## src/hw/rtl/bb3_pkg.sv

```systemverilog
// shared types and constants of the 3x3 zero-padded box blur
// no dependencies; imported by every module of the block except bb3_ram
`timescale 1ns / 1ps

package bb3_pkg;

	localparam int SAMPLE_W    = 8;
	localparam int COORD_W     = 10;
	localparam int REG_W       = 11;
	localparam int REG_IDX_W   = 1;
	localparam int SUM_W       = 12;
	localparam int PROD_W      = 24;
	localparam int WIN_SIZE    = 3;
	localparam int WIN_CELLS   = WIN_SIZE * WIN_SIZE;
	localparam int LINE_W      = 2 * SAMPLE_W;

	localparam int MAX_WIDTH_DEF = 1024;
	localparam int FRAME_LIMIT   = 1024;

	localparam logic [REG_W-1:0] WIDTH_RESET  = REG_W'(9);
	localparam logic [REG_W-1:0] HEIGHT_RESET = REG_W'(9);

	// round to nearest: (sum + 4) * ceil(2^15 / 9) >> 15, exact for sums below 2^15 - 4
	localparam logic [SUM_W-1:0]  ROUND_BIAS  = SUM_W'(4);
	localparam logic [PROD_W-1:0] RECIP       = PROD_W'(3641);
	localparam int                RECIP_SHIFT = 15;

	// register indexes of the configuration port
	localparam logic [REG_IDX_W-1:0] REG_FRAME_WIDTH  = 1'b0;
	localparam logic [REG_IDX_W-1:0] REG_FRAME_HEIGHT = 1'b1;

	typedef logic [WIN_CELLS-1:0][SAMPLE_W-1:0] window_t;

	// per-item control that travels with the pixel down the pipeline
	typedef struct packed {
		logic               ready;
		logic               keep_top;
		logic               keep_bot;
		logic               keep_left;
		logic               keep_right;
		logic               last;
		logic [COORD_W-1:0] row;
		logic [COORD_W-1:0] column;
	} meta_t;

	typedef struct packed {
		logic s1_valid;
		logic fwd;
		logic wr_en;
	} lw_status_t;

endpackage

```

## src/hw/rtl/bb3_mean.sv

```systemverilog
// masked window sum, divide by nine with rounding, output register
// depends on bb3_pkg
`timescale 1ns / 1ps

module bb3_mean (
	input  logic                          clk,
	input  logic                          arst_n,
	input  logic                          s2_valid,
	input  bb3_pkg::meta_t                s2_meta,
	input  bb3_pkg::window_t              window,
	input  logic                          out_stall,
	output logic                          s2_take,
	output logic                          out_valid,
	output logic [bb3_pkg::SAMPLE_W-1:0]  mean_value,
	output logic [bb3_pkg::COORD_W-1:0]   out_row,
	output logic [bb3_pkg::COORD_W-1:0]   out_column,
	output logic                          frame_end
);

	import bb3_pkg::*;

	logic [WIN_SIZE-1:0] row_keep;
	logic [WIN_SIZE-1:0] col_keep;
	logic [SUM_W-1:0]    sum;
	logic                s3_valid_q;
	logic [SUM_W-1:0]    sum_s3;
	logic [COORD_W-1:0]  row_s3;
	logic [COORD_W-1:0]  col_s3;
	logic                last_s3;
	logic                out_valid_q;
	logic                out_take;
	logic                s3_take;
	logic                s2_push;
	logic [SUM_W-1:0]    biased;
	logic [PROD_W-1:0]   product;

	assign out_take = !out_valid_q || !out_stall;
	assign s3_take  = !s3_valid_q || out_take;
	// an item that gives no result leaves s2 without a slot
	assign s2_take  = !s2_valid || !s2_meta.ready || s3_take;
	assign s2_push  = s2_valid && s2_meta.ready && s3_take;

	assign row_keep = {s2_meta.keep_bot, 1'b1, s2_meta.keep_top};
	assign col_keep = {s2_meta.keep_right, 1'b1, s2_meta.keep_left};

	always_comb begin
		sum = '0;
		for (int r = 0; r < WIN_SIZE; r++) begin
			for (int c = 0; c < WIN_SIZE; c++) begin
				if (row_keep[r] && col_keep[c]) begin
					sum = sum + SUM_W'(window[r*WIN_SIZE + c]);
				end
			end
		end
	end

	always_ff @(posedge clk or negedge arst_n) begin
		if (!arst_n) begin
			s3_valid_q <= 1'b0;
		end else if (s3_take) begin
			s3_valid_q <= s2_push;
		end
	end

	always_ff @(posedge clk) begin
		if (s2_push) begin
			sum_s3  <= sum;
			row_s3  <= s2_meta.row;
			col_s3  <= s2_meta.column;
			last_s3 <= s2_meta.last;
		end
	end

	assign biased  = sum_s3 + ROUND_BIAS;
	assign product = PROD_W'(biased) * RECIP;

	always_ff @(posedge clk or negedge arst_n) begin
		if (!arst_n) begin
			out_valid_q <= 1'b0;
		end else if (out_take) begin
			out_valid_q <= s3_valid_q;
		end
	end

	always_ff @(posedge clk) begin
		if (out_take && s3_valid_q) begin
			mean_value <= product[RECIP_SHIFT +: SAMPLE_W];
			out_row    <= row_s3;
			out_column <= col_s3;
			frame_end  <= last_s3;
		end
	end

	assign out_valid = out_valid_q;

endmodule

```

## config.mk

```make
export PLATFORM = sky130hd
export DESIGN_NAME = bb3_mean
export DESIGN_NICKNAME = d
export VERILOG_FILES = /design/src/hw/rtl/bb3_pkg.sv /design/src/hw/rtl/bb3_mean.sv
export SDC_FILE = /design/constraint.sdc
export NUM_CORES = 1
export LEC_CHECK = 0
export ABC_CLOCK_PERIOD_IN_PS = 7800
export BUFFER_PORTS_ARGS = -buffer_cell sky130_fd_sc_hd__clkbuf_2
export CAP_MARGIN = 15
export CORE_ASPECT_RATIO = 2
export CORE_MARGIN = 2
export CORE_UTILIZATION = 35
export DETAILED_ROUTE_END_ITERATION = 16
export PLACE_DENSITY = 0.59
export SYNTH_ARGS = -nofsm -noshare
export SYNTH_HDL_FRONTEND = slang
export SYNTH_SLANG_ARGS = --single-unit
export TNS_END_PERCENT = 10
```

## constraint.sdc

```tcl
create_clock -name clk -period 7.8 [get_ports clk]
set_input_delay 1.17 -clock clk [delete_from_list [all_inputs] [get_ports clk]]
set_output_delay 1.17 -clock clk [all_outputs]
set_load 0.05 [all_outputs]
```

* After elaboration in Yosys (flattened, before gate mapping)
Cells that the tools add are included.
** Word-level totals
- Flip-flop bits (word level) :: 64
- Input port bits :: 102
- Output and inout bits :: 31
- Word-level logic and storage cells :: 44
** Operators by class
- Add/subtract/negate cells :: 9
- Multiply operators :: 1
- Mux-type cells :: 8
- Reductions and logical operators :: 16
** Operators with widths (count)
- adder 12 x 8 -> 12 bit :: 7
- two-way mux 12 bit :: 6
- multiplier 12 x 12 -> 23 bit (second input constant) :: 1
- adder 12 x 3 -> 12 bit (second input constant) :: 1
- adder 8 x 8 -> 9 bit :: 1
- two-way mux 9 bit :: 1
- two-way mux 8 bit :: 1
- logical AND 1 bit :: 7
- logical NOT 1 bit :: 5
- logical OR 1 bit :: 4

* Depth between registers and ports, before layout
- Word-level depth :: 17
- Gate-level depth with buffers :: 54
- Depth with buffers taken out :: 51

* Worst setup path after synthesis
OpenSTA, ideal clock, no wires.
- Path type :: input to register
- Start point :: input s2_meta[22] (netlist name)
- End point :: register sum_s3[11], data pin
- Library setup time :: 0.263 ns
- Arrival time :: 9.415 ns
- Data required time :: 7.537 ns
- Path slack :: -1.878 ns
- Stages :: 51
- Path buffers :: 3
- Cell sequence :: buf_2 > clkbuf_1 > clkbuf_1 > and3_1 > ha_1 > inv_1 > fa_1 > nor2b_1 > nor2_1 > xnor2_1 > nand2_1 > inv_1 > ha_1 > nor2b_1 > or3_1 > nand4_1 > o31ai_1 > ha_1 > [... 15 more ...] > a21oi_1 > inv_1 > ha_1 > o21a_1 > o31ai_1 > a21oi_1 > a21oi_1 > ha_1 > or3_1 > o211ai_1 > or3b_2 > nor2_1 > a2111o_1 > o21ai_2 > xnor2_1 > xnor2_1 > nor4_2 > xnor2_1
** Between the ends
- Word-level cells in the longest chain between the ends :: 17
- Elaborated cells between the ends (all ways) :: 18
- Those cells by class :: add/sub (8); mux (8); reduce/logical (2)
** Ends and longest elaborated chain
- start: declaration :: RTL line bb3_mean.sv:9 : input bb3_pkg::meta_t s2_meta,
- logical AND 1 bit :: RTL line bb3_mean.sv:50 : if (row_keep[r] && col_keep[c]) begin
- two-way mux 8 bit :: RTL line bb3_mean.sv:50
- adder 8 x 8 -> 9 bit :: RTL line bb3_mean.sv:51 : sum = sum + SUM_W'(window[r*WIN_SIZE + c]);
- two-way mux 9 bit :: RTL line bb3_mean.sv:50
- adder 12 x 8 -> 12 bit :: RTL line bb3_mean.sv:51
- two-way mux 12 bit :: RTL line bb3_mean.sv:50
- adder 12 x 8 -> 12 bit :: RTL line bb3_mean.sv:51
- two-way mux 12 bit :: RTL line bb3_mean.sv:50
- adder 12 x 8 -> 12 bit (2 in series) :: RTL line bb3_mean.sv:51
- two-way mux 12 bit :: RTL line bb3_mean.sv:50
- adder 12 x 8 -> 12 bit :: RTL line bb3_mean.sv:51
- two-way mux 12 bit * :: RTL line bb3_mean.sv:50
- adder 12 x 8 -> 12 bit :: RTL line bb3_mean.sv:51
- two-way mux 12 bit * :: RTL line bb3_mean.sv:50
- adder 12 x 8 -> 12 bit :: RTL line bb3_mean.sv:51
- two-way mux 12 bit * :: RTL line bb3_mean.sv:50
- net sum[11] :: RTL line bb3_mean.sv:24 : logic [SUM_W-1:0] sum;
- end signal: assignment :: RTL line bb3_mean.sv:67 : sum_s3 <= sum;
- end: declaration :: RTL line bb3_mean.sv:26 : logic [SUM_W-1:0] sum_s3;
Mark *: on every way through the listed nets, which the timed path passes. The rest lies on a longest branch.
A chain may end at the register's enable or synchronous reset.

* Worst setup path after layout
- Start point :: input s2_meta[24] (netlist name)
- End point :: register sum_s3[9], data pin
** Between the ends
- Word-level cells in the longest chain between the ends :: 17
- Elaborated cells between the ends (all ways) :: 18
- Those cells by class :: add/sub (8); mux (8); reduce/logical (2)
** Ends and longest elaborated chain (RTL line)
- logical AND 1 bit :: bb3_mean.sv:50
- two-way mux 8 bit :: bb3_mean.sv:50
- adder 8 x 8 -> 9 bit :: bb3_mean.sv:51
- two-way mux 9 bit :: bb3_mean.sv:50
- adder 12 x 8 -> 12 bit :: bb3_mean.sv:51
- two-way mux 12 bit * :: bb3_mean.sv:50
- adder 12 x 8 -> 12 bit :: bb3_mean.sv:51
- two-way mux 12 bit * :: bb3_mean.sv:50
- [... 2 more ...]
- two-way mux 12 bit * :: bb3_mean.sv:50
- adder 12 x 8 -> 12 bit :: bb3_mean.sv:51
- two-way mux 12 bit * :: bb3_mean.sv:50
- adder 12 x 8 -> 12 bit :: bb3_mean.sv:51
- two-way mux 12 bit * :: bb3_mean.sv:50
- adder 12 x 8 -> 12 bit :: bb3_mean.sv:51
- two-way mux 12 bit * :: bb3_mean.sv:50
- net sum[9] :: bb3_mean.sv:24
Marks and branches as above.

==> results.sh <==
export IMPL_synth_avg_cell_area_um2=9.395
export IMPL_grt_overflow=0
export IMPL_clockBufferDepth=2
export IMPL_reg2reg_depth=20
export IMPL_area_growth_pct=35.43
export IMPL_start_util=0.3540
export IMPL_die_y_um=214.3
export IMPL_clock_latency_ns=0.33
export IMPL_critPathSlowestCell="a2111o_1"
export IMPL_grt_pass1_vias=7167
export IMPL_synth_top_cell_area_share=0.2405
export IMPL_syn_inst=824
export IMPL_failed_checks="negative setup slack"
export IMPL_yosys_register_bits=64
export IMPL_ys_types=64
export IMPL_synth_top_area_cell="edfxtp_1"
export IMPL_arrival_ns=8.99
export IMPL_period_share=1.144
export IMPL_path_class="input pin to flip-flop"
export IMPL_power_leakage_nw=5.094
export IMPL_numCtsBuffers=9
export IMPL_gp_congestion=0.8584
export IMPL_drc=0
export IMPL_grt_pass1_wl_um=31400
export IMPL_cts_root_buf="clkbuf_16"
export IMPL_dieWidth_um=109.2
export IMPL_finalWirelength_um=18330
export IMPL_hold_ws_ns=0.4127
export IMPL_vdd_drop_max_uv=639.5
export IMPL_ys_seq_area_frac=0.2470
export IMPL_skew_ns=0.008070
export IMPL_vias_per_cell=4.885
export IMPL_grt_usage=0.1644
export IMPL_drtIter0Drc=201
export IMPL_setup_violations_final=8
export IMPL_p_sw_mw=2.431
export IMPL_die_area_um2=23400
export IMPL_synth_area_top_cells="edfxtp_1 (24%), ha_1 (21%), fa_1 (9.3%)"
export IMPL_synthFlopType="edfxtp_1"
export IMPL_layout_commonest_cell="buf_4"
export IMPL_drive_gt1_frac=0.3423
export IMPL_drv_slew=0
export IMPL_wl_met3_um=886
export IMPL_layout_common_cells="buf_4 (157), clkbuf_2 (130), ha_1 (121)"
export IMPL_max_freq_mhz=112.1
export IMPL_hold_class="flip-flop to flip-flop"
export IMPL_power_density_nw_per_um2=520.9
export IMPL_p_comb_frac=0.810
export IMPL_rows=77
export IMPL_htree_levels=3
export IMPL_synthArstFlopShare=0.03125
export IMPL_grt_max_degree=34
export IMPL_vias=6810
export IMPL_startpoint_type="input pin"
export IMPL_status="finished, violations left"
export IMPL_synth_edf_count=62
export IMPL_ioPinCount=133
export IMPL_crit_required_ns=7.86
export IMPL_fp_coreArea_um2=21870
export IMPL_synth_area_um2=7741
export IMPL_worst_slew_pin_transition_ns=0.6568
export IMPL_yosys_warnings=0
export IMPL_nets=1379
export IMPL_ant_nets=0
export IMPL_dr_pass1_iters=4
export IMPL_final_setup_tns_ns=-5.401
export IMPL_wl_met1_um=8372
export IMPL_switching_share=0.4452
export IMPL_cts_sinks=64
export IMPL_wl_per_cell_um=13.15
export IMPL_top_layer="met4"
export IMPL_hold_depth=0
export IMPL_nFillCells=2044
export IMPL_final_min_clock_period_ns=8.922
export IMPL_wl_met2_um=8767
export IMPL_crit_path_end_kind="flip-flop"
export IMPL_intPower_mw=3.030
export IMPL_relSlewSlack=0.5590
export IMPL_syn_nets=1092
export IMPL_final_hold_viol_count=0
export IMPL_path_clk_slew_ns=0.06
export IMPL_pre_cts_ws_ns=-1.840
export IMPL_cts_tree="done"
export IMPL_cap_violations=0
export IMPL_dpl_hpwl_um=15200
export IMPL_setup_slack_ns=-1.122
export IMPL_pwr_share_seq=0.110
export IMPL_cts_hold_fix_buffers=0
export IMPL_p_clk_frac=0.080
export IMPL_path_max_fanout=4
export IMPL_port_buffers=132
export IMPL_rsz0062_at_grt="true"
export IMPL_antenna_found_initial=2
export IMPL_max_stage_delay_ns=0.42
==> what timing repair did <==
item | CTS | global route
endpoints found under the setup margin | 10 | 11
resized for setup | 42 | 7
setup buffers | 16 | 0
endpoints found under the hold margin | 0 | 0
pin swaps | 33 | 1
==> state kept, by name (all words and copies together), names as in the netlist <==
| register | flops |
|---|---|
| row_s3 | 10 |
| mean_value | 8 |
| out_column | 10 |
| col_s3 | 10 |
| out_row | 10 |
| out_valid | 1 |
| sum_s3 | 12 |
| s3_valid_q | 1 |
| last_s3 | 1 |
| frame_end | 1 |
==> per-stage QoR <==
step | util | total power [mW] | instance area [um^2] | std cells
global placement | 0.4500 | 4.812 | 9842 | 1360
floorplan | - | 3.809 | 7863 | 824
finish | 0.4794 | 5.461 | 10480 | 1394
CTS | 0.4778 | 5.543 | 10450 | 1392
global route | 0.4794 | 6.218 | 10480 | 1394
detailed placement | 0.4500 | 4.936 | 9842 | 1360
==> cell families after synthesis <==
kind of cell | synth area share
and+or+nand+nor | 0.1308
muxes | 0.02117
DFF | 0.2470
AOI/OAI and AO/OA | 0.1657
adders and majority gates | 0.3032
buffers and inverters | 0.05673
xor gates and xnor gates | 0.07548
==> critical path, delay by kind of cell <==
family	cells	cell delay (ns)
mux	1	0.28
xor+xnor	7	0.89
buf+inv	10	1.03
fa+ha+maj	8	2.13
compound gates	12	1.66
simple gates	12	1.83
==> synth_stat cells (all sizes together), types with 12 or more instances <==
library cell and count:
o21a 18, nand2 47, a21o 17, o21ai 48, xor2 17, and3 17, edfxtp 62, a21oi 50
nor3 14, nor2 66, nand3 15, ha 130, xnor2 48, inv 100, fa 36, nor2b 12
==> per-layer routing <==
metal | GRT usage | up-vias
li1 | - | 3499
met3 | 0.03131 | 19
met1 | 0.2064 | 3153
met2 | 0.2834 | 139
met4 | 0.04359 | 0
met5 | 0 | -
==> final cells by class <==
type | instances | area, um^2 | share of cell area
Clock inverter | 6 | 90.09 | 0.008593
Clock buffer | 10 | 239.0 | 0.02280
Timing Repair Buffer | 289 | 1857 | 0.1771
Multi-Input combinational cell | 646 | 5657 | 0.5396
Antenna cell | 2 | 5.005 | 0.0004774
Tap cell | 276 | 345.3 | 0.03294
Sequential cell | 64 | 1912 | 0.1824
Inverter | 101 | 379.1 | 0.03616
==> path summary, 6_finish.rpt <==
path	start	to	slack, ns
setup / recovery	s2_meta[24]	sum_s3[9]	-1.12
hold / removal	col_s3[0]	out_column[0]	0.41
setup reg to reg	sum_s3[4]	mean_value[7]	1.80
hold reg to reg	col_s3[0]	out_column[0]	0.41
max in group asynchronous	arst_n	out_valid	7.09
min in group asynchronous	arst_n	s3_valid_q	0.61
==> power groups by stage <==
stage                     clock network, mW  logic [mW]  registers [mW]
after floorplan                           0        3.10           0.708
after global placement                    0        4.20           0.608
after detailed placement                  0        4.33           0.608
after CTS                             0.449        4.49           0.603
after global routing                  0.463        5.15           0.606
final                                 0.438        4.42           0.602
No activity file was read; power rests on OpenSTA's default activity.
