[config.mk]
export PLATFORM = sky130hd
export DESIGN_NAME = bb3_ctrl
export DESIGN_NICKNAME = d
export VERILOG_FILES = /design/src/hw/rtl/bb3_pkg.sv /design/src/hw/rtl/bb3_ctrl.sv
export SDC_FILE = /design/constraint.sdc
export NUM_CORES = 1
export LEC_CHECK = 0
export BUFFER_PORTS_ARGS = -buffer_cell sky130_fd_sc_hd__buf_2
export CORE_MARGIN = 3
export CORE_UTILIZATION = 35
export CTS_CLUSTER_DIAMETER = 40
export DETAILED_ROUTE_END_ITERATION = 6
export PLACE_DENSITY = 0.59
export SLEW_MARGIN = 0
export SYNTH_ARGS = -nofsm -noshare
export SYNTH_HDL_FRONTEND = slang
export SYNTH_SLANG_ARGS = --single-unit
export TNS_END_PERCENT = 1
[constraint.sdc]
create_clock -name clk -period 3.92 [get_ports clk]
set_clock_uncertainty 0.15 [all_clocks]
set_input_delay 0.196 -clock clk [delete_from_list [all_inputs] [get_ports clk]]
set_output_delay 0.196 -clock clk [all_outputs]
set_load 0.03 [all_outputs]
[src/hw/rtl/bb3_pkg.sv]
// shared types and constants of the 3x3 zero-padded box blur
// no dependencies; imported by every module of the block except bb3_ram
`timescale 1ns / 1ps

package bb3_pkg;

	localparam int SAMPLE_W    = 8;
	localparam int COORD_W     = 10;
	localparam int REG_W       = 11;
	localparam int REG_IDX_W   = 1;
	localparam int SUM_W       = 12;
	localparam int PROD_W      = 24;
	localparam int WIN_SIZE    = 3;
	localparam int WIN_CELLS   = WIN_SIZE * WIN_SIZE;
	localparam int LINE_W      = 2 * SAMPLE_W;

	localparam int MAX_WIDTH_DEF = 1024;
	localparam int FRAME_LIMIT   = 1024;

	localparam logic [REG_W-1:0] WIDTH_RESET  = REG_W'(9);
	localparam logic [REG_W-1:0] HEIGHT_RESET = REG_W'(9);

	// round to nearest: (sum + 4) * ceil(2^15 / 9) >> 15, exact for sums below 2^15 - 4
	localparam logic [SUM_W-1:0]  ROUND_BIAS  = SUM_W'(4);
	localparam logic [PROD_W-1:0] RECIP       = PROD_W'(3641);
	localparam int                RECIP_SHIFT = 15;

	// register indexes of the configuration port
	localparam logic [REG_IDX_W-1:0] REG_FRAME_WIDTH  = 1'b0;
	localparam logic [REG_IDX_W-1:0] REG_FRAME_HEIGHT = 1'b1;

	typedef logic [WIN_CELLS-1:0][SAMPLE_W-1:0] window_t;

	// per-item control that travels with the pixel down the pipeline
	typedef struct packed {
		logic               ready;
		logic               keep_top;
		logic               keep_bot;
		logic               keep_left;
		logic               keep_right;
		logic               last;
		logic [COORD_W-1:0] row;
		logic [COORD_W-1:0] column;
	} meta_t;

	typedef struct packed {
		logic s1_valid;
		logic fwd;
		logic wr_en;
	} lw_status_t;

endpackage

[src/hw/rtl/bb3_ctrl.sv]
// frame size registers, input and output raster counters, edge masks
// depends on bb3_pkg
`timescale 1ns / 1ps

module bb3_ctrl #(
	parameter int MAX_WIDTH = bb3_pkg::MAX_WIDTH_DEF
) (
	input  logic                            clk,
	input  logic                            arst_n,
	input  logic                            cfg_write_en,
	input  logic [bb3_pkg::REG_IDX_W-1:0]   cfg_index,
	input  logic [bb3_pkg::REG_W-1:0]       cfg_data,
	input  logic                            in_accept,
	input  logic [bb3_pkg::SAMPLE_W-1:0]    sample,
	input  logic                            flush,
	output logic                            item_valid,
	output logic [bb3_pkg::SAMPLE_W-1:0]    item_px,
	output logic [bb3_pkg::COORD_W-1:0]     item_col,
	output bb3_pkg::meta_t                  item_meta
);

	import bb3_pkg::*;

	localparam int WIDTH_CAP_I = (MAX_WIDTH < FRAME_LIMIT) ? MAX_WIDTH : FRAME_LIMIT;
	localparam logic [REG_W-1:0] WIDTH_CAP  = REG_W'(WIDTH_CAP_I);
	localparam logic [REG_W-1:0] HEIGHT_CAP = REG_W'(FRAME_LIMIT);

	logic [REG_W-1:0]   width_q;
	logic [REG_W-1:0]   height_q;
	logic [COORD_W-1:0] in_col_q;
	logic [REG_W-1:0]   in_row_q;
	logic [COORD_W-1:0] out_col_q;
	logic [COORD_W-1:0] out_row_q;

	logic [REG_W-1:0] w_eff;
	logic [REG_W-1:0] h_eff;
	logic             draining;
	logic [REG_W-1:0] in_col_inc;
	logic [REG_W-1:0] out_col_inc;
	logic [REG_W-1:0] out_row_inc;
	logic             in_col_wrap;
	logic             out_col_wrap;
	logic             ready;
	logic             keep_bot;
	logic             keep_right;
	logic             last;

	always_comb begin
		w_eff = (width_q == '0) ? REG_W'(1) : width_q;
		if (w_eff > WIDTH_CAP) begin
			w_eff = WIDTH_CAP;
		end
		h_eff = (height_q == '0) ? REG_W'(1) : height_q;
		if (h_eff > HEIGHT_CAP) begin
			h_eff = HEIGHT_CAP;
		end
	end

	// once the whole frame is in, every request drains with a zero sample
	assign draining   = (in_row_q >= h_eff);
	assign item_valid = in_accept && !(flush && !draining);
	assign item_px    = draining ? '0 : sample;
	assign item_col   = in_col_q;

	assign in_col_inc   = {1'b0, in_col_q} + REG_W'(1);
	assign in_col_wrap  = (in_col_inc >= w_eff);
	assign out_col_inc  = {1'b0, out_col_q} + REG_W'(1);
	assign out_row_inc  = {1'b0, out_row_q} + REG_W'(1);
	assign out_col_wrap = (out_col_inc >= w_eff);

	assign ready      = (in_row_q >= REG_W'(2)) ||
	                    ((in_row_q == REG_W'(1)) && (in_col_q != '0));
	assign keep_bot   = (out_row_inc < h_eff);
	assign keep_right = (out_col_inc < w_eff);
	assign last       = !keep_bot && !keep_right;

	always_comb begin
		item_meta.ready      = ready;
		item_meta.keep_top   = (out_row_q != '0);
		item_meta.keep_bot   = keep_bot;
		item_meta.keep_left  = (out_col_q != '0);
		item_meta.keep_right = keep_right;
		item_meta.last       = last;
		item_meta.row        = out_row_q;
		item_meta.column     = out_col_q;
	end

	always_ff @(posedge clk or negedge arst_n) begin
		if (!arst_n) begin
			width_q  <= WIDTH_RESET;
			height_q <= HEIGHT_RESET;
		end else if (cfg_write_en) begin
			unique case (cfg_index)
				REG_FRAME_WIDTH:  width_q  <= cfg_data;
				REG_FRAME_HEIGHT: height_q <= cfg_data;
				default:          width_q  <= width_q;
			endcase
		end
	end

	always_ff @(posedge clk or negedge arst_n) begin
		if (!arst_n) begin
			in_col_q  <= '0;
			in_row_q  <= '0;
			out_col_q <= '0;
			out_row_q <= '0;
		end else if (item_valid) begin
			if (ready && last) begin
				in_col_q  <= '0;
				in_row_q  <= '0;
				out_col_q <= '0;
				out_row_q <= '0;
			end else begin
				if (in_col_wrap) begin
					in_col_q <= '0;
					in_row_q <= in_row_q + REG_W'(1);
				end else begin
					in_col_q <= in_col_inc[COORD_W-1:0];
				end
				if (ready) begin
					if (out_col_wrap) begin
						out_col_q <= '0;
						out_row_q <= out_row_inc[COORD_W-1:0];
					end else begin
						out_col_q <= out_col_inc[COORD_W-1:0];
					end
				end
			end
		end
	end

endmodule

Yosys cells after proc, flatten, opt, wreduce, memory -nomap -nowiden:

Cells that the tools add are included.

* add/subtract/negate cells: 4
* reduce and logical (&&, ||, !) cells: 23
* $lt $le $gt $ge: 8
* eq/ne operators: 1
* bitwise logic cells: 1
* multiplexer cells: 15

Operator list (number)
* 10-bit two-way mux: 8
* 11-bit two-way mux: 6
* 10-bit by 1-bit adder with 11-bit output, second input constant: 3
* 11-bit >= comparator: 3
* 10-bit nonzero test: 3
* 11-bit > comparator, second input constant: 2
* 11-bit zero test: 2
* 11-bit less-than comparator: 2
* 11-bit by 1-bit adder with 11-bit output, second input constant: 1
* 11-bit by 1-bit == test with 1-bit output, second input constant: 1
* 11-bit by 2-bit >= comparator with 1-bit output, second input constant: 1
* 8-bit two-way mux: 1
* 2-bit AND reduction: 4
* 2-bit nonzero test: 3
* 1-bit logical AND: 5
* 1-bit zero test: 4
* 3-bit AND reduction: 1
* 1-bit logical OR: 1
* 1-bit NOT: 1

* register bits: 63
* output and inout bits: 45

Longest topological paths before layout:

Gate-level depths: netlist of the first run.

* depth after elaboration: 10
* mapped depth: 14
* mapped depth without buffers: 12

Worst setup path before layout of the first run:

Ideal clock, no wire load.

* kind: reg-to-reg
* from: register in_col_q[2], in the netlist item_col[2]
* to: register in_col_q[0], in the netlist item_col[0]
* cell stages (with the launch flop): 13
* arrival: 3.245 ns
* path buffers: 2
* period minus slack after synthesis: 3.522 ns
* required time: 3.642 ns
* slack: 0.398 ns
* setup time: 0.128 ns
* path through: dfrtp_1 -> clkbuf_1 -> and3_1 -> and3_1 -> clkbuf_1 -> nand3_1 -> xnor2_1 -> ha_1 -> and4_1 -> o2111ai_1 -> a41oi_1 -> nor3_2 -> mux2_1

* longest elaborated chain between the ends: 5
* elaborated cells between the ends (all ways): 8
* those cells by class: add/sub (1); order compare (1); mux (2); reduce/logical (4)

Ends and longest elaborated chain
* start: declaration: line bb3_ctrl.sv:30 `logic [COORD_W-1:0] in_col_q;`
* start signal: assignment: line bb3_ctrl.sv:118 `in_col_q <= in_col_inc[COORD_W-1:0];`
* branches (longest 4 deep; another with 10-bit by 1-bit adder with 11-bit output)
* 10-bit two-way mux *: line bb3_ctrl.sv:108 `if (ready && last) begin`

Mark *: on every way between the ends.
A chain may end at the register's enable or synchronous reset.

Worst setup path after layout of the first run:

* from: register height_q[1]
* to: output item_px[1] (netlist name)

* longest elaborated chain between the ends: 6

Ends and longest elaborated chain
* start: declaration: line bb3_ctrl.sv:29 `logic [REG_W-1:0] height_q;`
* start signal: assignment: line bb3_ctrl.sv:95 `REG_FRAME_HEIGHT: height_q <= cfg_data;`
* 11-bit zero test: line bb3_ctrl.sv:53 `h_eff = (height_q == '0) ? REG_W'(1) : height_q;`
* 11-bit two-way mux *: line bb3_ctrl.sv:53
* 11-bit > comparator: line bb3_ctrl.sv:54 `if (h_eff > HEIGHT_CAP) begin`
* 11-bit two-way mux *: line bb3_ctrl.sv:54
* 11-bit >= comparator *: line bb3_ctrl.sv:60 `assign draining = (in_row_q >= h_eff);`
* 8-bit two-way mux *: line bb3_ctrl.sv:62 `assign item_px = draining ? '0 : sample;`
* end: declaration: line bb3_ctrl.sv:17 `output logic [bb3_pkg::SAMPLE_W-1:0] item_px,`

Every way passes the cells marked *; elsewhere a longest branch is shown, timed or not.

==> summary.txt, run 1 <==
Drt
  – Vias per cell: 5.321
  – DR pass1 iterations: 4
  – Average wire per standard cell: 16.45 um
  – 1st-iter DRT viols: 282
  – DRC: 0
  – Vias: 4,012
  – Drt total wl: 12,410 um
  – Antenna Nets Post-Route: 0

Critical path
  – Critical Path Max Stage Delay: 0.42 ns
  – Worst Setup End Kind: output port
  – Crit path buf inv count: 1
  – Cell repeated most along the worst path: nor2_1
  – Critical path, cell by cell: nor3_1 > nand3_1 > o21ai_0 > nand2_1 > ha_1 > a211oi_1 > nor2_1 > a2111oi_4 > nor2_1 > nor2_2 > and2_1 > buf_2
  – Crit path required time: 3.57 ns
  – Largest fanout on the critical path: 8
  – Crit start category: register
  – Setup CP Type: reg2out
  – Family with the most delay on the worst path: simple AND/OR/NAND/NOR gates
  – Crit path max-delay cell type: dfrtp_1
  – Critical Path AT: 3.33 ns

Synthesis
  – Ys flop type: dfrtp_1
  – Post-synth ARST share: 100.0%
  – Cell variety after synth: 58
  – Syn_nets: 574
  – Syn Inst Count: 497
  – Seq/Total Area, Yosys: 33.92%
  – Yosys reg bits: 63
  – Syn_area_per_cell: 9.380 um2
  – Mapped Area: 0.004662 mm2
  – Number of synthesized flops with an enable pin: 0
  – Ys Warns: 0

Clocking
  – Total CTS buffers: 9
  – CTS H-tree depth: 3
  – Worst-Skew Late Latency: 0.34 ns
  – Postcts setup bufs: 0
  – Clk buf depth: 2
  – Root buffer cell: clkbuf_16
  – Clock sink count: 63
  – Clock slew at reported path FFs: 0.06 ns
  – CTS tree: yes

Floorplan
  – CORE AREA: 0.01282 mm2
  – Starting Density: 36.35%
  – Row cnt: 41
  – Chip height: 121.4 um
  – Die width: 121.4 um
  – Die area: 0.01474 mm2
  – IO Pins: 70

Timing
  – Final setup TNS: 0 ns
  – Peak Freq: 272.2 MHz
  – Slew @ Worst Pin: 1.042 ns
  – Setup violators final: 0
  – Max Slew Vio Count: 0
  – RSZ-0062 raised after global routing: false
  – Period Utilization, post-route: 93.72%
  – Max_slew headroom: 30.36%
  – Post-layout minimum cycle time: 3.674 ns
  – Worst setup margin: 0.2462 ns
  – Final hold vios: 0

Layout
  – ANT cells: 0
  – Fillers: 1,223
  – Synthesis-to-layout area growth: 21.20%
  – Final #Nets: 654
  – Share of post-route cells with drive strength above 1: 23.02%

Worst hold path
  – Min-delay worst type: in2async

Power and ir drop
  – Total chip power: 0.004155 W
  – Leak Pwr: 2.641 nW
  – VDD IR-drop max: 0.2444 mV
  – PD cells: 735.4 mW/mm2

GRT
  – Vias in the first global route: 3,882
  – Busiest grt layer: met2
  – Initial antenna violation count: 0
  – All-layer global routing usage: 17.23%
  – Met3 Resource Use GR: 3.077%
  – First-pass GRT wire length: 20,130 um
  – GR Layer Usage met2: 27.50%
  – GRT overflow: 0
  – Grt met1 use: 23.44%
  – Largest net degree at the start of global routing: 40

Run
  – Max-cap violations: 0

Run status
  – Outcome: complete, no violations

Placed design
  – GPL Wtd Cong: 0.8770
  – DP Wirelength: 9644 um
  – Pre-CTS setup slack: 0.2356 ns
  – I/O Buffers: 69
-- power breakdown --
part	internal [W]	switching (W)	total, W
Combinational	0.000824	0.00140	0.00223
Sequential	0.000836	0.000278	0.00111
Clock	0.000526	0.000288	0.000814
Total	0.00219	0.00197	0.00416
-- flip-flops by register name (all words and copies together), names as in the netlist --
signal,count
height_q,11
in_row_q,11
width_q,11
item_col,10
out_col_q,10
out_row_q,10
-- layer usage --
layer | part of all wire, % | routed length [um]
met4 | 1.8 | 218
met5 | 0 | 0
met2 | 48 | 5994
met3 | 3.5 | 429
met1 | 46 | 5763
-- final timing paths --
path                              from          end  slack, ns  cells after the start
setup / recovery           height_q[1]   item_px[1]       0.25                     12
hold / removal                  arst_n  item_col[9]       0.25                      2
setup reg to reg           item_col[0]  in_row_q[7]       0.33                     11
hold reg to reg             width_q[5]   width_q[5]       0.41                      1
max in group asynchronous       arst_n  height_q[0]       2.44                      3
min in group clk             cfg_index   width_q[1]       0.25                      4
-- per-stage QoR --
step                utilization, %  instances  area (um2)  hold WS (ns)
floorplan                        -        497        4662       -0.2496
global placement             40.38        726        5179       0.08808
detailed placement           40.38        726        5179       0.09341
CTS                          43.73        754        5608        0.2323
global route                 44.06        754        5650        0.3012
finish                       44.06        754        5650        0.2455
-- synth_stat cells (3+ instances only) --
cell / count / area share [%]
inv_1: 27 / 2.2
a21o_1: 3 / 0.48
mux2_1: 3 / 0.72
nand2b_1: 5 / 0.67
nor2_1: 22 / 1.8
and3_1: 13 / 1.7
or4_1: 8 / 1.3
ha_1: 52 / 14
mux2i_1: 8 / 1.7
dfrtp_1: 59 / 32
nand3_1: 28 / 3.0
xnor2_1: 15 / 2.8
nor4_1: 9 / 1.2
a211oi_1: 6 / 0.97
a21oi_1: 21 / 2.3
a22o_1: 6 / 1.1
nor3_1: 14 / 1.5
o21a_1: 3 / 0.48
mux2_2: 21 / 5.1
xor2_1: 9 / 1.7
buf_2: 3 / 0.32
o21ai_1: 15 / 1.6
o2bb2ai_1: 3 / 0.56
o31ai_1: 17 / 2.7
nor3_2: 3 / 0.64
clkbuf_1: 8 / 0.64
nor4_4: 3 / 1.4
o21ai_0: 11 / 1.2
nor2b_1: 6 / 0.81
nand4_1: 6 / 0.81
dfstp_2: 4 / 2.3
buf_4: 5 / 0.81
and2_1: 8 / 1.1
nand2_1: 45 / 3.6
-- final cells by class --
class	count	area [um2]	share of cell area (%)
repair buffers	88	518.0	9.167
clock buffers	13	260.3	4.606
inverters	29	108.9	1.926
multi-input cells	386	2924	51.75
flip-flops and latches	63	1582	27.99
clock inverters	3	42.54	0.7529
well taps	172	215.2	3.809
-- logic make-up (layout without fill, tap and decap cells) --
logic type	after synthesis	in the layout	synth area share [%]
AO/OA/AOI/OAI	99	99	14.52
XOR/XNOR	24	24	4.509
adder cells (fa/ha/maj)	52	52	13.96
buffers and inverters	48	133	4.509
flip-flops	63	63	33.92
multiplexers	32	32	7.515
AND/OR/NAND/NOR	179	179	21.07
-- what timing repair did --
action	in CTS	in global routing
endpoints found under the hold margin	46	0
hold buffers	12	0
setup endpoints to repair	1	17
gates resized for setup	1	7
pin swaps	0	0
-- cells in the final DEF, fill, tap and decap left out, drive strengths merged, types with 2 or more instances in the layout --
master,n
nand3,28
dfstp,4
mux2,24
or4,8
nand2,46
o21a,3
xor2,9
a2111oi,2
clkbuf,13
a22o,6
and2,9
and3,13
inv,29
dlygate4sd3,12
mux2i,8
or3,2
nor4,13
nand2b,5
nor2,22
ha,52
o31ai,17
nor3b,2
nor2b,6
a211oi,6
buf,76
a21oi,21
xnor2,15
a21o,3
nand4,6
nor3,17
a31oi,2
o2bb2ai,3
o21ai,26
dfrtp,59
(Power assumes the default switching activity.)
==> run 2: changes to the inputs <==
==> constraint.sdc (replaced) <==
create_clock -name clk -period 3.92 [get_ports clk]
set_clock_uncertainty 0.15 [all_clocks]
set_input_delay 0.392 -clock clk [delete_from_list [all_inputs] [get_ports clk]]
set_output_delay 0.392 -clock clk [all_outputs]
set_load 0.03 [all_outputs]
==> summary.txt, run 2 (same netlist as run 1, synthesis figures left out) <==
Run status
  – Outcome: complete, no violations (unchanged)

Placed design
  – GPL Wtd Cong: 0.8814 (was 0.8770)
  – DP Wirelength: 9967 um (was 9644 um)
  – Pre-CTS setup slack: 0.2077 ns (was 0.2356 ns)
  – I/O Buffers: 69 (unchanged)
  – Placed cell count: 725 (was 726)

GRT
  – Vias in the first global route: 3,930 (was 3,882)
  – Initial antenna violation count: 0 (unchanged)
  – GRT overflow: 0 (unchanged)
  – First-pass GRT wire length: 20,910 um (was 20,130 um)
  – Largest net degree at the start of global routing: 34 (was 40)
  – All-layer global routing usage: 18.19% (was 17.23%)

Power and ir drop
  – Total chip power: 0.004132 W (was 0.004155 W)
  – VDD IR-drop max: 0.2113 mV (was 0.2444 mV)
  – Net Sw Frac: 49.12% (was 47.41%)
  – PD cells: 748.6 mW/mm2 (was 735.4 mW/mm2)
  – Logic gate share of total power: 54.7% (was 53.6%)
  – Leak Pwr: 2.591 nW (was 2.641 nW)
  – Switching power: 0.002030 W (was 0.001970 W)
  – Seq pwr share: 27.1% (was 26.8%)
  – Internal power: 0.002102 W (was 0.002185 W)
  – Part of the power in the clock network: 18.2% (was 19.6%)

Critical path
  – Reg2Reg Setup Slack: 0.30 ns (was 0.33 ns)
  – Largest fanout on the critical path: 8 (unchanged)
  – R2R Path Start: out_row_q[0] (was item_col[0])
  – Worst Setup End Kind: output port (unchanged)
  – Setup CP Type: reg2out (unchanged)
  – Cell depth of the worst flop-to-flop path: 12 (was 11)
  – Reg-to-Reg End: item_col[4] (was in_row_q[7])
  – Crit start category: register (unchanged)
  – Crit path required time: 3.38 ns (was 3.57 ns)
  – Critical Path AT: 3.17 ns (was 3.33 ns)

Drt
  – DR pass1 iterations: 5 (was 4)
  – Antenna Nets Post-Route: 0 (unchanged)
  – 1st-iter DRT viols: 277 (was 282)
  – Top sig layer: met4 (unchanged)
  – Met3 WL: 590 um (was 429 um)
  – Wire length on met2: 6021 um (was 5994 um)
  – DRC: 0 (unchanged)
  – Vias: 4,064 (was 4,012)
  – Met1 Wirelength: 6108 um (was 5763 um)
  – Average wire per standard cell: 17.48 um (was 16.45 um)
  – Vias per cell: 5.462 (was 5.321)
  – Drt total wl: 13,010 um (was 12,410 um)

Floorplan
  – CORE AREA: 0.01282 mm2 (unchanged)
  – Chip height: 121.4 um (unchanged)
  – IO Pins: 70 (unchanged)
  – Die width: 121.4 um (unchanged)
  – Row cnt: 41 (unchanged)
  – Starting Density: 36.35% (unchanged)
  – Die area: 0.01474 mm2 (unchanged)

Layout
  – Biggest regs: height_q: 11 flops, in_row_q: 11 flops, width_q: 11 flops (unchanged)
  – Final #Nets: 644 (was 654)
  – Fillers: 1,242 (was 1,223)
  – Cell Count, Final, Fillers Out: 744 (was 754)
  – Share of post-route cells with drive strength above 1: 24.13% (was 23.02%)
  – Commonest non-fill, non-tap cell in the layout: buf_2 (unchanged)
  – Most frequent cells in the layout: buf_2, dfrtp_1, ha_1, nand2_1, nand3_1 (unchanged)
  – Synthesis-to-layout area growth: 18.41% (was 21.20%)
  – ANT cells: 0 (unchanged)

Worst hold path
  – Min-delay worst type: in2reg (was in2async)
  – Hold endpoint: width_q[10]
  – Hold Crit Start: cfg_data[10]
  – Hold Path Stages: 3

Timing
  – Max_slew headroom: 38.05% (was 30.36%)
  – Worst setup margin: 0.2046 ns (was 0.2462 ns)
  – Final setup TNS: 0 ns (unchanged)
  – Setup violators final: 0 (unchanged)
  – Post-layout minimum cycle time: 3.715 ns (was 3.674 ns)
  – Max Slew Vio Count: 0 (unchanged)
  – Slew @ Worst Pin: 0.9274 ns (was 1.042 ns)
  – Period Utilization, post-route: 94.78% (was 93.72%)
  – RSZ-0062 raised after global routing: true (was false)
  – Peak Freq: 269.2 MHz (was 272.2 MHz)
  – Final hold vios: 0 (unchanged)
  – Hold Slack: 0.1430 ns (was 0.2455 ns)

Run
  – Max-cap violations: 0 (unchanged)

Clocking
  – CTS H-tree depth: 3 (unchanged)
  – CTS tree: yes (unchanged)
  – Worst-Skew Late Latency: 0.35 ns (was 0.34 ns)
  – Clk buf depth: 2 (unchanged)
  – Total CTS buffers: 9 (unchanged)
  – Clock sink count: 63 (unchanged)
  – Clock slew at reported path FFs: 0.05 ns (was 0.06 ns)
  – Root buffer cell: clkbuf_16 (unchanged)
run 2: how the worst max path moves through the flow:
stage / from / endpoint / slack [ns]
4_1_cts: height_q[6] / item_px[6] / 0.03
6_report: out_row_q[0] / item_meta[20] / 0.20
3_3_place_gp: out_col_q[0] / item_meta[20] / 0.31
3_5_place_dp: out_col_q[0] / item_meta[20] / 0.21
2_1_floorplan: item_col[2] / item_col[0] / 0.40
5_1_grt: out_col_q[0] / item_meta[20] / -0.02
run 2: power groups by stage:
stage / combinational, W / clock [W] / sequential, W
floorplan: 0.00143 / 0 / 0.00123
global route: 0.00251 / 0.000793 / 0.00115
detailed placement: 0.00217 / 0 / 0.00112
CTS: 0.00221 / 0.000766 / 0.00112
finish: 0.00226 / 0.000750 / 0.00112
global placement: 0.00212 / 0 / 0.00111
run 2: per-layer routing:
| metal | global-route usage [%] | up-vias |
|---|---|---|
| met5 | 0 | - |
| met4 | 5.532 | 0 |
| met3 | 4.149 | 22 |
| met2 | 28.53 | 105 |
| met1 | 24.99 | 1975 |
| li1 | - | 1962 |
run 2: metrics by stage:
stage	utilization [%]	area (um2)
after floorplan	-	4662
after global placement	40.32	5171
after detailed placement	40.32	5171
after CTS	42.70	5477
after global routing	43.04	5520
final	43.04	5520
run 2: timing repair:
item,4_1_cts,5_1_grt
hold buffers,1,0
buffers inserted,1,1
resized for setup,4,7
pin swaps,1,3
endpoints found under the hold margin,28,0
setup endpoints to repair,9,26
run 2: layout make-up:
cell class	count	area [um2]	share of cell area, %
Clock buffer	12	246.5	4.465
Sequential cell	63	1582	28.65
Inverter	29	108.9	1.972
Tap cell	172	215.2	3.898
Multi-Input combinational cell	386	2929	53.06
Clock inverter	4	23.77	0.4306
Timing Repair Buffer	78	415.4	7.525
run 2: critical path, cell delays in order (launching register included):
cell and delay (ns):
dfrtp_1 0.47, ha_1 0.26, inv_1 0.07, nor3_1 0.21, xnor2_1 0.21, ha_1 0.31, nand4_1 0.15, o221ai_1 0.24
a2111oi_4 0.59, nor3_4 0.11, buf_2 0.21
==> run 3: changes to the inputs <==
--- a/config.mk
+++ b/config.mk
@@ -10,7 +10,9 @@
 export CORE_UTILIZATION = 35
 export CTS_CLUSTER_DIAMETER = 40
 export DETAILED_ROUTE_END_ITERATION = 6
+export GPL_TIMING_DRIVEN = 0
 export PLACE_DENSITY = 0.59
+export RECOVER_POWER = 100
 export SLEW_MARGIN = 0
 export SYNTH_ARGS = -nofsm -noshare
 export SYNTH_HDL_FRONTEND = slang
==> summary.txt, run 3 (same netlist as run 1, synthesis figures left out) <==
Run status
  – Outcome: finished, violations left (was complete, no violations)
  – Failing checks: max-capacitance violations, max-slew violations

Critical path
  – Reg2Reg Setup Slack: 0.09 ns (was 0.30 ns)
  – Critical Path AT: 3.89 ns (was 3.17 ns)
  – R2R Path Start: height_q[9] (was out_row_q[0])
  – Worst setup endpoint: out_row_q[7] (was item_meta[20])
  – Crit path required time: 3.98 ns (was 3.38 ns)
  – Reg-to-Reg End: out_row_q[7] (was item_col[4])
  – Setup CP Type: reg2reg (was reg2out)
  – Worst Setup End Kind: register (was output port)
  – Crit path launch: height_q[9] (was out_row_q[0])
  – Largest fanout on the critical path: 10 (was 8)
  – Cell depth of the worst flop-to-flop path: 12 (unchanged)
  – Crit start category: register (unchanged)

GRT
  – First-pass GRT wire length: 20,210 um (was 20,910 um)
  – Initial antenna violation count: 0 (unchanged)
  – Largest net degree at the start of global routing: 64 (was 34)
  – All-layer global routing usage: 17.38% (was 18.19%)
  – GRT overflow: 0 (unchanged)
  – Vias in the first global route: 3,996 (was 3,930)

Drt
  – 1st-iter DRT viols: 248 (was 277)
  – Average wire per standard cell: 16.51 um (was 17.48 um)
  – Vias per cell: 5.482 (was 5.462)
  – DRC: 0 (unchanged)
  – DR pass1 iterations: 5 (unchanged)
  – Vias: 4,166 (was 4,064)
  – Drt total wl: 12,540 um (was 13,010 um)
  – Antenna Nets Post-Route: 0 (unchanged)

Power and ir drop
  – PD cells: 763.0 mW/mm2 (was 748.6 mW/mm2)
  – VDD IR-drop max: 0.2299 mV (was 0.2113 mV)
  – Leak Pwr: 2.578 nW (was 2.591 nW)

Layout
  – Commonest non-fill, non-tap cell in the layout: dfrtp_1 (was buf_2)
  – Register area: 0.001584 mm2 (was 0.001582 mm2)
  – Most frequent cells in the layout: dfrtp_1, ha_1, nand2_1, buf_2, clkbuf_1 (was buf_2, dfrtp_1, ha_1, nand2_1, nand3_1)
  – Fin util: 44.38% (was 43.04%)
  – Share of post-route cells with drive strength above 1: 21.09% (was 24.13%)
  – Multi-input logic area: 0.002978 mm2 (was 0.002929 mm2)
  – Biggest regs: height_q: 11 flops, in_row_q: 11 flops, width_q: 11 flops (unchanged)
  – ANT cells: 0 (unchanged)
  – Final #Nets: 660 (was 644)
  – Synthesis-to-layout area growth: 22.09% (was 18.41%)
  – Fillers: 1,250 (was 1,242)

Timing
  – Setup violators final: 0 (unchanged)
  – Hold Slack: 0.1504 ns (was 0.1430 ns)
  – RSZ-0062 raised after global routing: true (unchanged)
  – Peak Freq: 261.3 MHz (was 269.2 MHz)
  – Final hold vios: 0 (unchanged)
  – Max_slew headroom: -8.502% (was 38.05%)
  – Max Slew Vio Count: 64 (was 0)
  – Period Utilization, post-route: 97.61% (was 94.78%)
  – Worst setup margin: 0.09369 ns (was 0.2046 ns)
  – Slew @ Worst Pin: 1.628 ns (was 0.9274 ns)
  – Post-layout minimum cycle time: 3.826 ns (was 3.715 ns)

Clocking
  – Clock sink count: 63 (unchanged)
  – CTS H-tree depth: 3 (unchanged)
  – CTS tree: yes (unchanged)
  – Clk buf depth: 2 (unchanged)
  – Total CTS buffers: 9 (unchanged)
  – Root buffer cell: clkbuf_16 (unchanged)
  – CTS Hold Buffers Added: 0 (was 1)
  – Clock slew at reported path FFs: 0.05 ns (about the same)
  – Worst-Skew Late Latency: 0.34 ns (was 0.35 ns)

Floorplan
  – Die area: 0.01474 mm2 (unchanged)
  – IO Pins: 70 (unchanged)
  – CORE AREA: 0.01282 mm2 (unchanged)
  – Starting Density: 36.35% (unchanged)
  – Chip height: 121.4 um (unchanged)
  – Die width: 121.4 um (unchanged)
  – Row cnt: 41 (unchanged)

Worst hold path
  – Min-delay worst type: in2reg (unchanged)

Run
  – Max-cap violations: 1 (was 0)

Placed design
  – I/O Buffers: 69 (unchanged)
  – DP Wirelength: 9616 um (was 9967 um)
  – GPL Wtd Cong: 0.9039 (was 0.8814)
  – Pre-CTS setup slack: -0.06084 ns (was 0.2077 ns)
## run 3: metrics by stage
step                TNS [ns]  cells  total power (W)  cell area (um2)
finish                     0    760         0.004343             5692
global route         -0.8517    760         0.004684             5692
CTS                 -0.05872    756         0.004304             5622
detailed placement  -0.06084    738         0.003287             5225
global placement    -0.01204    738         0.003232             5223
floorplan                  0    497         0.002668             4662
## run 3: layout make-up
cell class / instances / area share (%)
multi-input cells: 386 / 52.32
flip-flops and latches: 63 / 27.83
repair buffers: 75 / 6.199
clock buffers: 11 / 4.265
well taps: 172 / 3.781
inverters: 29 / 1.913
plain buffers: 19 / 1.869
clock inverters: 5 / 1.825
## run 3: timing repair
item                                    CTS  global route
endpoints found under the setup margin    8            36
resized for setup                         7            20
buffers inserted                          2             4
pin swaps                                 3             7
## run 3: worst min path at each step
stage                      start            to  slack (ns)  depth (start not counted)
CTS                       arst_n   item_col[3]        0.03                          1
global route         cfg_data[1]    width_q[1]        0.17                          3
floorplan                 arst_n  height_q[10]       -0.05                          0
global placement      width_q[5]    width_q[5]        0.37                          1
finish              cfg_data[10]   width_q[10]        0.15                          3
detailed placement    width_q[5]    width_q[5]        0.38                          1
## run 3: worst max-delay path: stages, from the launching register on
cell and delay (ns):
dfrtp_1 0.42, nor4_4 0.37, nand3_1 0.14, o21ai_2 0.15, nand2_1 0.13, ha_1 0.32, nand4_1 0.09, a21oi_1 0.21
a2111oi_4 0.11, a211oi_1 0.47, clkbuf_1 0.41, nand2_2 0.32, mux2_1 0.40
## run 3: where the power goes
group | switching (W) | total (W) | leakage [nW] | internal (W)
clock network | 0.000303 | 0.000943 | 0.170 | 0.000640
logic | 0.00145 | 0.00229 | 1.64 | 0.000847
registers | 0.000267 | 0.00111 | 0.769 | 0.000838
total | 0.00202 | 0.00434 | 2.58 | 0.00233
## run 3: routing by layer
| metal | up-vias | GRT usage, % | wire length [um] |
|---|---|---|---|
| li1 | 2001 | - | - |
| met1 | 2046 | 23.89 | 5880 |
| met2 | 95 | 27.05 | 5839 |
| met3 | 24 | 2.751 | 457 |
| met4 | 0 | 7.493 | 366 |
| met5 | - | 0 | 0 |
